--- config.mk ---
export PLATFORM = sky130hd
export DESIGN_NAME = nmls_norm
export DESIGN_NICKNAME = d
export VERILOG_FILES = /design/src/hw/rtl/nmls_delay.sv /design/src/hw/rtl/nmls_isqrt.sv /design/src/hw/rtl/nmls_div.sv /design/src/hw/rtl/nmls_norm.sv
export SDC_FILE = /design/constraint.sdc
export NUM_CORES = 2
export LEC_CHECK = 0
export BUFFER_PORTS_ARGS = -buffer_cell sky130_fd_sc_hd__clkbuf_2
export CAP_MARGIN = 20
export CORE_ASPECT_RATIO = 1.25
export CORE_MARGIN = 2
export CORE_UTILIZATION = 40
export DETAILED_ROUTE_END_ITERATION = 8
export GPL_ROUTABILITY_DRIVEN = 0
export PLACE_DENSITY = 0.66
export SYNTH_ARGS = -nofsm -noshare
export SYNTH_HDL_FRONTEND = slang
export SYNTH_SLANG_ARGS = --single-unit
--- constraint.sdc ---
create_clock -name clk_i -period 9.25 [get_ports clk_i]
set_input_delay 0.925 -clock clk_i [delete_from_list [all_inputs] [get_ports clk_i]]
set_output_delay 0.925 -clock clk_i [all_outputs]
set_load 0.03 [all_outputs]
--- src/hw/rtl/nmls_delay.sv ---
// Enabled delay line of fixed depth for side data that rides along the pipe.
// No dependencies.
`timescale 1ns / 1ps

module nmls_delay #(
  parameter int W     = 8,
  parameter int DEPTH = 1
) (
  input  logic         clk_i,
  input  logic         en_i,
  input  logic [W-1:0] d_i,
  output logic [W-1:0] d_o
);

  logic [W-1:0] pipe_q [DEPTH];

  always_ff @(posedge clk_i) begin
    if (en_i) begin
      pipe_q[0] <= d_i;
      for (int i = 1; i < DEPTH; i++) begin
        pipe_q[i] <= pipe_q[i-1];
      end
    end
  end

  assign d_o = pipe_q[DEPTH-1];

endmodule

--- src/hw/rtl/nmls_isqrt.sv ---
// Pipelined integer square root, one root bit per stage (RW stages).
// Exact floor(sqrt(x)). No dependencies.
`timescale 1ns / 1ps

module nmls_isqrt #(
  parameter int RW = 9
) (
  input  logic            clk_i,
  input  logic            en_i,
  input  logic [2*RW-1:0] x_i,
  output logic [RW-1:0]   root_o
);

  logic [RW:0]     rem_q  [RW];
  logic [RW-1:0]   root_q [RW];
  logic [2*RW-1:0] x_q    [RW];

  for (genvar k = 0; k < RW; k++) begin : g_st
    logic [RW:0]     rem_in;
    logic [RW-1:0]   root_in;
    logic [2*RW-1:0] x_in;
    logic [RW+2:0]   part;
    logic [RW+2:0]   trial;
    logic            ge;

    if (k == 0) begin : g_first
      assign rem_in  = '0;
      assign root_in = '0;
      assign x_in    = x_i;
    end else begin : g_next
      assign rem_in  = rem_q[k-1];
      assign root_in = root_q[k-1];
      assign x_in    = x_q[k-1];
    end

    // bring down two radicand bits, test (2R+1)^2
    assign part  = {rem_in, x_in[2*RW-1 -: 2]};
    assign trial = {1'b0, root_in, 2'b01};
    assign ge    = (part >= trial);

    always_ff @(posedge clk_i) begin
      if (en_i) begin
        rem_q[k]  <= ge ? (RW+1)'(part - trial) : part[RW:0];
        root_q[k] <= {root_in[RW-2:0], ge};
        x_q[k]    <= x_in << 2;
      end
    end
  end

  assign root_o = root_q[RW-1];

endmodule

--- src/hw/rtl/nmls_div.sv ---
// Pipelined restoring divider, one quotient bit per stage (QW stages).
// Partial remainder rem_i must be below den_i. No dependencies.
`timescale 1ns / 1ps

module nmls_div #(
  parameter int DW = 9,
  parameter int QW = 16
) (
  input  logic          clk_i,
  input  logic          en_i,
  input  logic [DW-1:0] rem_i,
  input  logic [QW-1:0] low_i,
  input  logic [DW-1:0] den_i,
  output logic [QW-1:0] quo_o
);

  logic [DW-1:0] rem_q [QW];
  logic [DW-1:0] den_q [QW];
  logic [QW-1:0] low_q [QW];
  logic [QW-1:0] quo_q [QW];

  for (genvar k = 0; k < QW; k++) begin : g_st
    logic [DW-1:0] rem_in;
    logic [DW-1:0] den_in;
    logic [QW-1:0] low_in;
    logic [QW-1:0] quo_in;
    logic [DW:0]   trial;
    logic          ge;

    if (k == 0) begin : g_first
      assign rem_in = rem_i;
      assign den_in = den_i;
      assign low_in = low_i;
      assign quo_in = '0;
    end else begin : g_next
      assign rem_in = rem_q[k-1];
      assign den_in = den_q[k-1];
      assign low_in = low_q[k-1];
      assign quo_in = quo_q[k-1];
    end

    assign trial = {rem_in, low_in[QW-1]};
    assign ge    = (trial >= {1'b0, den_in});

    always_ff @(posedge clk_i) begin
      if (en_i) begin
        rem_q[k] <= ge ? DW'(trial - {1'b0, den_in}) : trial[DW-1:0];
        quo_q[k] <= {quo_in[QW-2:0], ge};
        low_q[k] <= low_in << 1;
        den_q[k] <= den_in;
      end
    end
  end

  assign quo_o = quo_q[QW-1];

endmodule

--- src/hw/rtl/nmls_norm.sv ---
// Pipelined 3-vector normalize: squares, sum, square root, three dividers.
// Uses nmls_isqrt, nmls_div, nmls_delay.
`timescale 1ns / 1ps

module nmls_norm #(
  parameter int CW   = 9,
  parameter int FRAC = 15
) (
  input  logic                  clk_i,
  input  logic                  en_i,
  input  logic signed [CW-1:0]  vec_i [3],
  output logic signed [FRAC+1:0] vec_o [3]
);

  localparam int SW = 2 * CW;
  localparam int QW = FRAC + 1;

  logic signed [SW-1:0] sqs   [3];
  logic        [SW-1:0] sq_q  [3];
  logic signed [CW-1:0] v0_q  [3];
  logic signed [CW-1:0] v1_q  [3];
  logic        [SW-1:0] ss_q;
  logic        [CW-1:0] len;
  logic      [3*CW-1:0] vd;
  logic        [CW-1:0] mag   [3];
  logic        [QW-1:0] quo   [3];
  logic           [3:0] fl_d;

  always_comb begin
    for (int i = 0; i < 3; i++) begin
      sqs[i] = vec_i[i] * vec_i[i];
    end
  end

  always_ff @(posedge clk_i) begin
    if (en_i) begin
      for (int i = 0; i < 3; i++) begin
        sq_q[i] <= $unsigned(sqs[i]);
        v0_q[i] <= vec_i[i];
        v1_q[i] <= v0_q[i];
      end
      ss_q <= sq_q[0] + sq_q[1] + sq_q[2];
    end
  end

  nmls_isqrt #(.RW(CW)) u_sqrt (
    .clk_i  (clk_i),
    .en_i   (en_i),
    .x_i    (ss_q),
    .root_o (len)
  );

  nmls_delay #(.W(3*CW), .DEPTH(CW)) u_vdly (
    .clk_i (clk_i),
    .en_i  (en_i),
    .d_i   ({v1_q[0], v1_q[1], v1_q[2]}),
    .d_o   (vd)
  );

  // |c| <= len, so |c| >> 1 is already below the divisor
  for (genvar i = 0; i < 3; i++) begin : g_lane
    logic [CW-1:0] comp;
    assign comp   = vd[3*CW-1-CW*i -: CW];
    assign mag[i] = comp[CW-1] ? (~comp + 1'b1) : comp;

    nmls_div #(.DW(CW), .QW(QW)) u_div (
      .clk_i (clk_i),
      .en_i  (en_i),
      .rem_i (mag[i] >> 1),
      .low_i ({mag[i][0], {FRAC{1'b0}}}),
      .den_i (len),
      .quo_o (quo[i])
    );
  end

  nmls_delay #(.W(4), .DEPTH(QW)) u_fdly (
    .clk_i (clk_i),
    .en_i  (en_i),
    .d_i   ({vd[3*CW-1], vd[2*CW-1], vd[CW-1], len == '0}),
    .d_o   (fl_d)
  );

  always_comb begin
    for (int i = 0; i < 3; i++) begin
      if (fl_d[0]) begin
        vec_o[i] = '0;
      end else if (fl_d[3-i]) begin
        vec_o[i] = -$signed({1'b0, quo[i]});
      end else begin
        vec_o[i] = $signed({1'b0, quo[i]});
      end
    end
  end

endmodule

Yosys cells after proc, flatten, opt, wreduce, memory -nomap -nowiden
Memories as Yosys holds them, arrays and structs flattened. Cells that the tools add are included.

Bits in registers: 18. Output and inout port bits: 51. Memories: 20. RAM bits: 3082.

Reductions and logical operators: 1. Add/sub/neg operators: 65. Bitwise gates (word level): 3. Mux-type cells: 68. $lt $le $gt $ge: 57. Multiply operators: 3.

Memory list: g_lane[0].u_div.quo_q (depth 16, bits a word 16, rd ports 16, clocked after Yosys merged registers in 0, wr ports 16, line nmls_div.sv:20) `logic [QW-1:0] quo_q [QW];`; g_lane[1].u_div.quo_q (depth 16, bits a word 16, rd ports 16, clocked after Yosys merged registers in 0, wr ports 16, line nmls_div.sv:20); g_lane[2].u_div.quo_q (depth 16, bits a word 16, rd ports 16, clocked after Yosys merged registers in 0, wr ports 16, line nmls_div.sv:20); u_vdly.pipe_q (depth 9, bits a word 27, rd ports 9, clocked after Yosys merged registers in 0, wr ports 9, line nmls_delay.sv:15) `logic [W-1:0] pipe_q [DEPTH];`; g_lane[0].u_div.low_q (depth 16, bits a word 15, rd ports 15, clocked after Yosys merged registers in 0, wr ports 16, line nmls_div.sv:19) `logic [QW-1:0] low_q [QW];`; g_lane[1].u_div.low_q (depth 16, bits a word 15, rd ports 15, clocked after Yosys merged registers in 0, wr ports 16, line nmls_div.sv:19); 14 more memories.

Operators by type and width (number): two-way mux 9 bit (51); >= comparator 10 x 9 -> 1 bit (45); subtractor 9 bit (48); two-way mux 17 bit (6); >= comparator 12 x 11 -> 1 bit (8); two-way mux 10 bit (9); subtractor 10 bit (8); multiplier 9 x 9 -> 18 bit (3); negation 16 -> 17 bit (3); adder 18 bit (2); adder 9 x 1 -> 9 bit (second input constant) (3); >= comparator 9 bit (3); NOT 9 bit (3); logical NOT 9 bit (1); subtractor 2 x 1 -> 3 bit (second input constant) (1); >= comparator 2 x 1 -> 1 bit (second input constant) (1); two-way mux 1 bit (2).

Longest topological paths before layout
An unclocked memory read counts as a cell.

Depth in word-level cells: 6. Mapped depth: 20. Depth with buffers taken out: 19.

Cells and area by module
A second synthesis with hierarchy kept.

Cell total of the unflattened synthesis: 7217. Area, all modules: 104013.5 sq um.

By module, submodules not included: nmls_div at g_lane[0].u_div (area an instance 24058.1 sq um, cells an instance 1657, instances 1); nmls_div at g_lane[2].u_div (area an instance 23931.7 sq um, cells an instance 1650, instances 1); nmls_div at g_lane[1].u_div (area an instance 23622.7 sq um, cells an instance 1575, instances 1); nmls_norm (area an instance 14259.9 sq um, cells an instance 1385, instances 1); nmls_isqrt (area an instance 8689.6 sq um, cells an instance 612, instances 1); nmls_delay at u_vdly (area an instance 7499.7 sq um, cells an instance 270, instances 1); nmls_delay at u_fdly (area an instance 1951.9 sq um, cells an instance 68, instances 1).

Worst setup path before layout
No wires, ideal clock.

Path kind: in2reg. Start point: input vec_i[16] (netlist name). End point: memory sq_q[0][35] (netlist name) (data pin). Path buffers: 1. Arrival: 5.498 ns. Required time: 8.991 ns. Setup time: 0.259 ns. Stages: 18. Setup slack: 3.493 ns. Cells stage by stage: clkbuf_1 inv_1 nor2_1 inv_1 fa_1 inv_1 fa_1 fa_1 fa_1 fa_1 ha_1 o21a_1 o31a_1 nor4_1 o41ai_1 a21o_1 a21oi_1 xnor2_1.

RTL lines: start, declared (line nmls_norm.sv:11) `input logic signed [CW-1:0] vec_i [3],`; end, declared (line nmls_norm.sv:19) `logic [SW-1:0] sq_q [3];`.

==> results.py <==
metrics = {
    "global_route": {
        "global_route_wire_length_before_repair_mm": 243.4,
        "grtUsageTotal_pct": 14.91,
        "grt_overflow_total": 0,
        "first_global_vias": 46470,
        "gr-usage-met2_pct": 28.57,
        "grtUsageMet3_pct": 2.045,
        "antenna_found_initial": 1,
        "global_route_hottest_layer": "met2",
        "grt_max_degree": 215,
        "met1_usage_pct": 15.33,
    },
    "critical_path": {
        "worstSetupPathDepth": 18,
        "timing.reg2reg.worst_path_depth": 11,
        "r2r_start": "u_vdly.pipe_q[0][234]$_DFFE_PP_",
        "cp-end-kind": "register",
        "setup.reg_to_reg.worst_slack_ps": 5780,
        "crit_fanout": 12,
        "crit_type": "primary input to register",
        "path_common_cell": "sky130_fd_sc_hd__fa_1",
        "timing.critical_path.to": "sq_q[0][35]$_DFFE_PP_",
        "setup.worst_path.start": "vec_i[16]",
        "timing.critical_path.slowest_cell_delay_ps": 620,
        "crit_path_cell_trace": "clkbuf_2 -> inv_1 -> nor2_1 -> inv_1 -> fa_1 -> inv_1 -> fa_1 -> fa_1 -> fa_1 -> fa_1 -> ha_1 -> o21a_1 -> o31a_1 -> nor4_1 -> o41ai_1 -> a21o_1 -> a21oi_1 -> xnor2_1",
        "crit_family": "adder cells",
        "worst_path_max_delay_cell": "sky130_fd_sc_hd__o41ai_1",
        "arrival_time_of_data_at_the_critical_path_endpoint_ps": 5940,
        "cp-start-kind": "primary input",
        "timing.rr.end": "g_lane[0].u_div.rem_q[0][5]$_DFFE_PP_",
        "cp.buffers_inverters": 4,
        "critPathRequiredTime_ps": 9800,
    },
    "timing": {
        "max_freq_ghz": 0.1856,
        "finalClockSkew_ps": 44.87,
        "setup_total_negative_slack_ps": 0,
        "min_period_over_period_pct": 58.25,
        "setup_slack_ps": 3862,
        "final_hold_violations": 0,
        "grt_setup_unrepaired": "false",
        "drv_slew": 0,
        "finalCriticalPeriod_ps": 5388,
        "timing.slew.headroom_pct": 18.83,
        "worst_slew_pin_slew_ps": 1218,
        "report.final.setup_viol": 0,
    },
    "logic_synthesis": {
        "postSynth.asyncResetShare_pct": 0,
        "syn-cell-area_um2": 81100,
        "number_of_distinct_standard_cells_referenced_by_the_synthesized_netlist": 66,
        "synth.net_count": 6808,
        "synthesis.yosys.warnings": 0,
        "leading_register_cell_type_out_of_synthesis": "sky130_fd_sc_hd__edfxtp_1",
        "avgSynthCellArea_um2": 13.69,
        "ys_seq_area_share_pct": 57.94,
        "synth-edff-count": 1565,
        "ff_latch_count_synth": 1565,
        "netlist_instances": 5923,
    },
    "detailed_routing": {
        "drt_first_pass_iters": 7,
        "vias_per_cell": 5.034,
        "wire_per_inst_um": 17.23,
        "final_antenna_net_count": 0,
        "drt_first_iter_violations": 2416,
        "detailroute.via_count": 44880,
        "postRouteWirelength_mm": 153.6,
        "drc_errors": 0,
    },
    "die": {
        "top_level_ports": 80,
        "placement_rows": 184,
        "floorplan.initialDensity_pct": 40.31,
        "fp.dieArea_um2": 206400,
        "die_w_um": 406.8,
        "floorplan.core_area_um2": 201200,
        "die_height_um": 507.4,
    },
    "power_and_ir_drop": {
        "total_leakage_power_nw": 34.94,
        "total_power_mw": 26.97,
        "p_int_mw": 18.24,
        "p_seq_share_pct": 39.7,
        "power.share.switching_pct": 32.37,
        "power_density_nw_per_um2": 299.8,
        "power.share.combinational_pct": 36.5,
        "power.net_switching_mw": 8.732,
        "clock_power_share_pct": 23.8,
        "ir_worst_vdd_v": 0.0002959,
    },
    "clocking": {
        "cts_hold_buffers": 0,
        "cts-root-buf": "sky130_fd_sc_hd__clkbuf_16",
        "cts_buffers": 157,
        "clkSlewWorstSetupHoldPaths_ps": 60,
        "clock_tree.buffer_depth": 3,
        "tritoncts_num_sinks": 1565,
        "htree_num_levels": 4,
        "clock_latency_ps": 810,
        "cts_setup_buffers": 0,
        "post_cts.resized_instances": 0,
        "cts_tree": "yes",
    },
    "finish": {
        "layout-drive-gt1-share_pct": 5.629,
        "syn2layout_area_growth_pct": 10.94,
        "final_net_count": 6981,
        "layout.cells.most_common_list": "sky130_fd_sc_hd__edfxtp_1, sky130_fd_sc_hd__ha_1, sky130_fd_sc_hd__inv_1",
        "layout_commonest_cell": "sky130_fd_sc_hd__edfxtp_1",
        "postLayoutCoreUtil_pct": 44.72,
        "fillcell_total": 17790,
    },
    "place": {
        "pre_cts_setup_slack_ps": 3031,
        "place.port_buffers": 79,
        "dp_hpwl_mm": 113.4,
    },
    "job": {
        "max_cap_violations": 0,
    },
    "worst_hold_path": {
        "min_path_type": "register to register",
    },
    "run_status": {
        "run_status": "completed",
    },
}
[worst min-delay path by stage]
stage / end / startpoint / slack, ps / cells after the start
final: g_lane[2].u_div.quo_q[2][6]$_DFFE_PP_ / g_lane[2].u_div.quo_q[1][53]$_DFFE_PP_ / 390 / 0
after global routing: g_lane[2].u_div.quo_q[2][19]$_DFFE_PP_ / g_lane[2].u_div.quo_q[2][2]$_DFFE_PP_ / 390 / 0
after CTS: v0_q[0][13]$_DFFE_PP_ / vec_i[13] / 370 / 1
after detailed placement: g_lane[0].u_div.quo_q[0][66]$_DFFE_PP_ / g_lane[0].u_div.quo_q[0][49]$_DFFE_PP_ / 400 / 0
after global placement: u_vdly.pipe_q[0][104]$_DFFE_PP_ / u_vdly.pipe_q[0][77]$_DFFE_PP_ / 400 / 0
after floorplan: g_lane[0].u_div.quo_q[0][100]$_DFFE_PP_ / g_lane[0].u_div.quo_q[0][83]$_DFFE_PP_ / 400 / 0
[layout make-up]
cell class / count / area [um^2] / share of cell area, %
Clock inverter: 92 / 1151 / 1.279
Tap cell: 2697 / 3374 / 3.750
Clock buffer: 189 / 4091 / 4.547
Timing Repair Buffer: 94 / 610.6 / 0.6786
Inverter: 525 / 1971 / 2.190
Antenna cell: 1 / 2.502 / 0.002781
Multi-Input combinational cell: 3753 / 31780 / 35.32
Sequential cell: 1565 / 47000 / 52.23
[worst reg2reg max path: stages, from the launching register on]
cell and delay, ps:
sky130_fd_sc_hd__edfxtp_1 420, sky130_fd_sc_hd__inv_1 100, sky130_fd_sc_hd__ha_1 230, sky130_fd_sc_hd__nand2_1 50, sky130_fd_sc_hd__o21ai_0 210, sky130_fd_sc_hd__ha_1 360, sky130_fd_sc_hd__nor2b_1 130, sky130_fd_sc_hd__o21ai_1 80
sky130_fd_sc_hd__a21oi_1 240, sky130_fd_sc_hd__o22ai_1 170, sky130_fd_sc_hd__o21ai_1 780, sky130_fd_sc_hd__mux2_2 430
[metrics by stage]
| step | hold slack, ps | cell area [um^2] | std cells |
|---|---|---|---|
| after floorplan | 400.3 | 81100 | 5923 |
| after global placement | 400.5 | 84720 | 8633 |
| after detailed placement | 404.5 | 84720 | 8633 |
| after CTS | 373.6 | 89970 | 8914 |
| after global routing | 392.0 | 89980 | 8916 |
| final | 391.0 | 89980 | 8916 |
[power groups by stage]
stage | Clock (mW) | Sequential, mW | Combinational, mW
2_1_floorplan | 0 | 10.5 | 7.74
3_3_place_gp | 0 | 10.8 | 9.58
3_5_place_dp | 0 | 10.9 | 9.80
4_1_cts | 6.60 | 10.7 | 9.93
5_1_grt | 6.86 | 10.9 | 11.1
6_report | 6.41 | 10.7 | 9.85
[kinds of logic after synthesis]
kind of cell,Yosys count,synth area share (%)
AO/OA/AOI/OAI,792,6.163
XOR/XNOR,453,4.892
multiplexers,332,4.534
buffers and inverters,605,2.873
flip-flops,1565,57.94
AND/OR/NAND/NOR,1319,8.264
other,1,0.004624
adder cells (fa/ha/maj),856,15.33
[cell usage after synthesis (52+ instances only)]
| library cell | number | area share [%] |
|---|---|---|
| sky130_fd_sc_hd__o41ai_1 | 52 | 0.56 |
| sky130_fd_sc_hd__and2_1 | 88 | 0.68 |
| sky130_fd_sc_hd__a21oi_1 | 162 | 1.0 |
| sky130_fd_sc_hd__ha_1 | 627 | 9.7 |
| sky130_fd_sc_hd__mux2_1 | 269 | 3.7 |
| sky130_fd_sc_hd__nand2b_1 | 116 | 0.89 |
| sky130_fd_sc_hd__inv_1 | 521 | 2.4 |
| sky130_fd_sc_hd__nand2_1 | 189 | 0.87 |
| sky130_fd_sc_hd__nor3_1 | 107 | 0.66 |
| sky130_fd_sc_hd__nor2b_1 | 255 | 2.0 |
| sky130_fd_sc_hd__nor2_1 | 393 | 1.8 |
| sky130_fd_sc_hd__o21ai_1 | 130 | 0.80 |
| sky130_fd_sc_hd__fa_1 | 229 | 5.7 |
| sky130_fd_sc_hd__o21ai_0 | 147 | 0.91 |
| sky130_fd_sc_hd__xnor2_1 | 347 | 3.7 |
| sky130_fd_sc_hd__edfxtp_1 | 1565 | 58 |
| sky130_fd_sc_hd__nand4_1 | 94 | 0.73 |
| sky130_fd_sc_hd__o31ai_1 | 59 | 0.55 |
| sky130_fd_sc_hd__a21o_1 | 64 | 0.59 |
| sky130_fd_sc_hd__xor2_1 | 106 | 1.1 |
[state kept, by name, summed over array words and instances, names as in the netlist, 45 cells and up]
name and cells:
g_lane.u_div.rem_q 405, u_sqrt.x_q 72, g_lane.u_div.quo_q 408, u_fdly.pipe_q 64
sq_q 48, u_vdly.pipe_q 243, g_lane.u_div.den_q 135, u_sqrt.rem_q 73
u_sqrt.root_q 45
[metal layers]
metal | part of all wire, % | up-vias | wire [um]
li1 | - | 21810 | -
met1 | 37 | 21850 | 56680
met2 | 55 | 831 | 83730
met3 | 2.8 | 383 | 4376
met4 | 5.7 | 0 | 8801
met5 | 0 | - | 0
No activity file was read; power rests on OpenSTA's default activity.
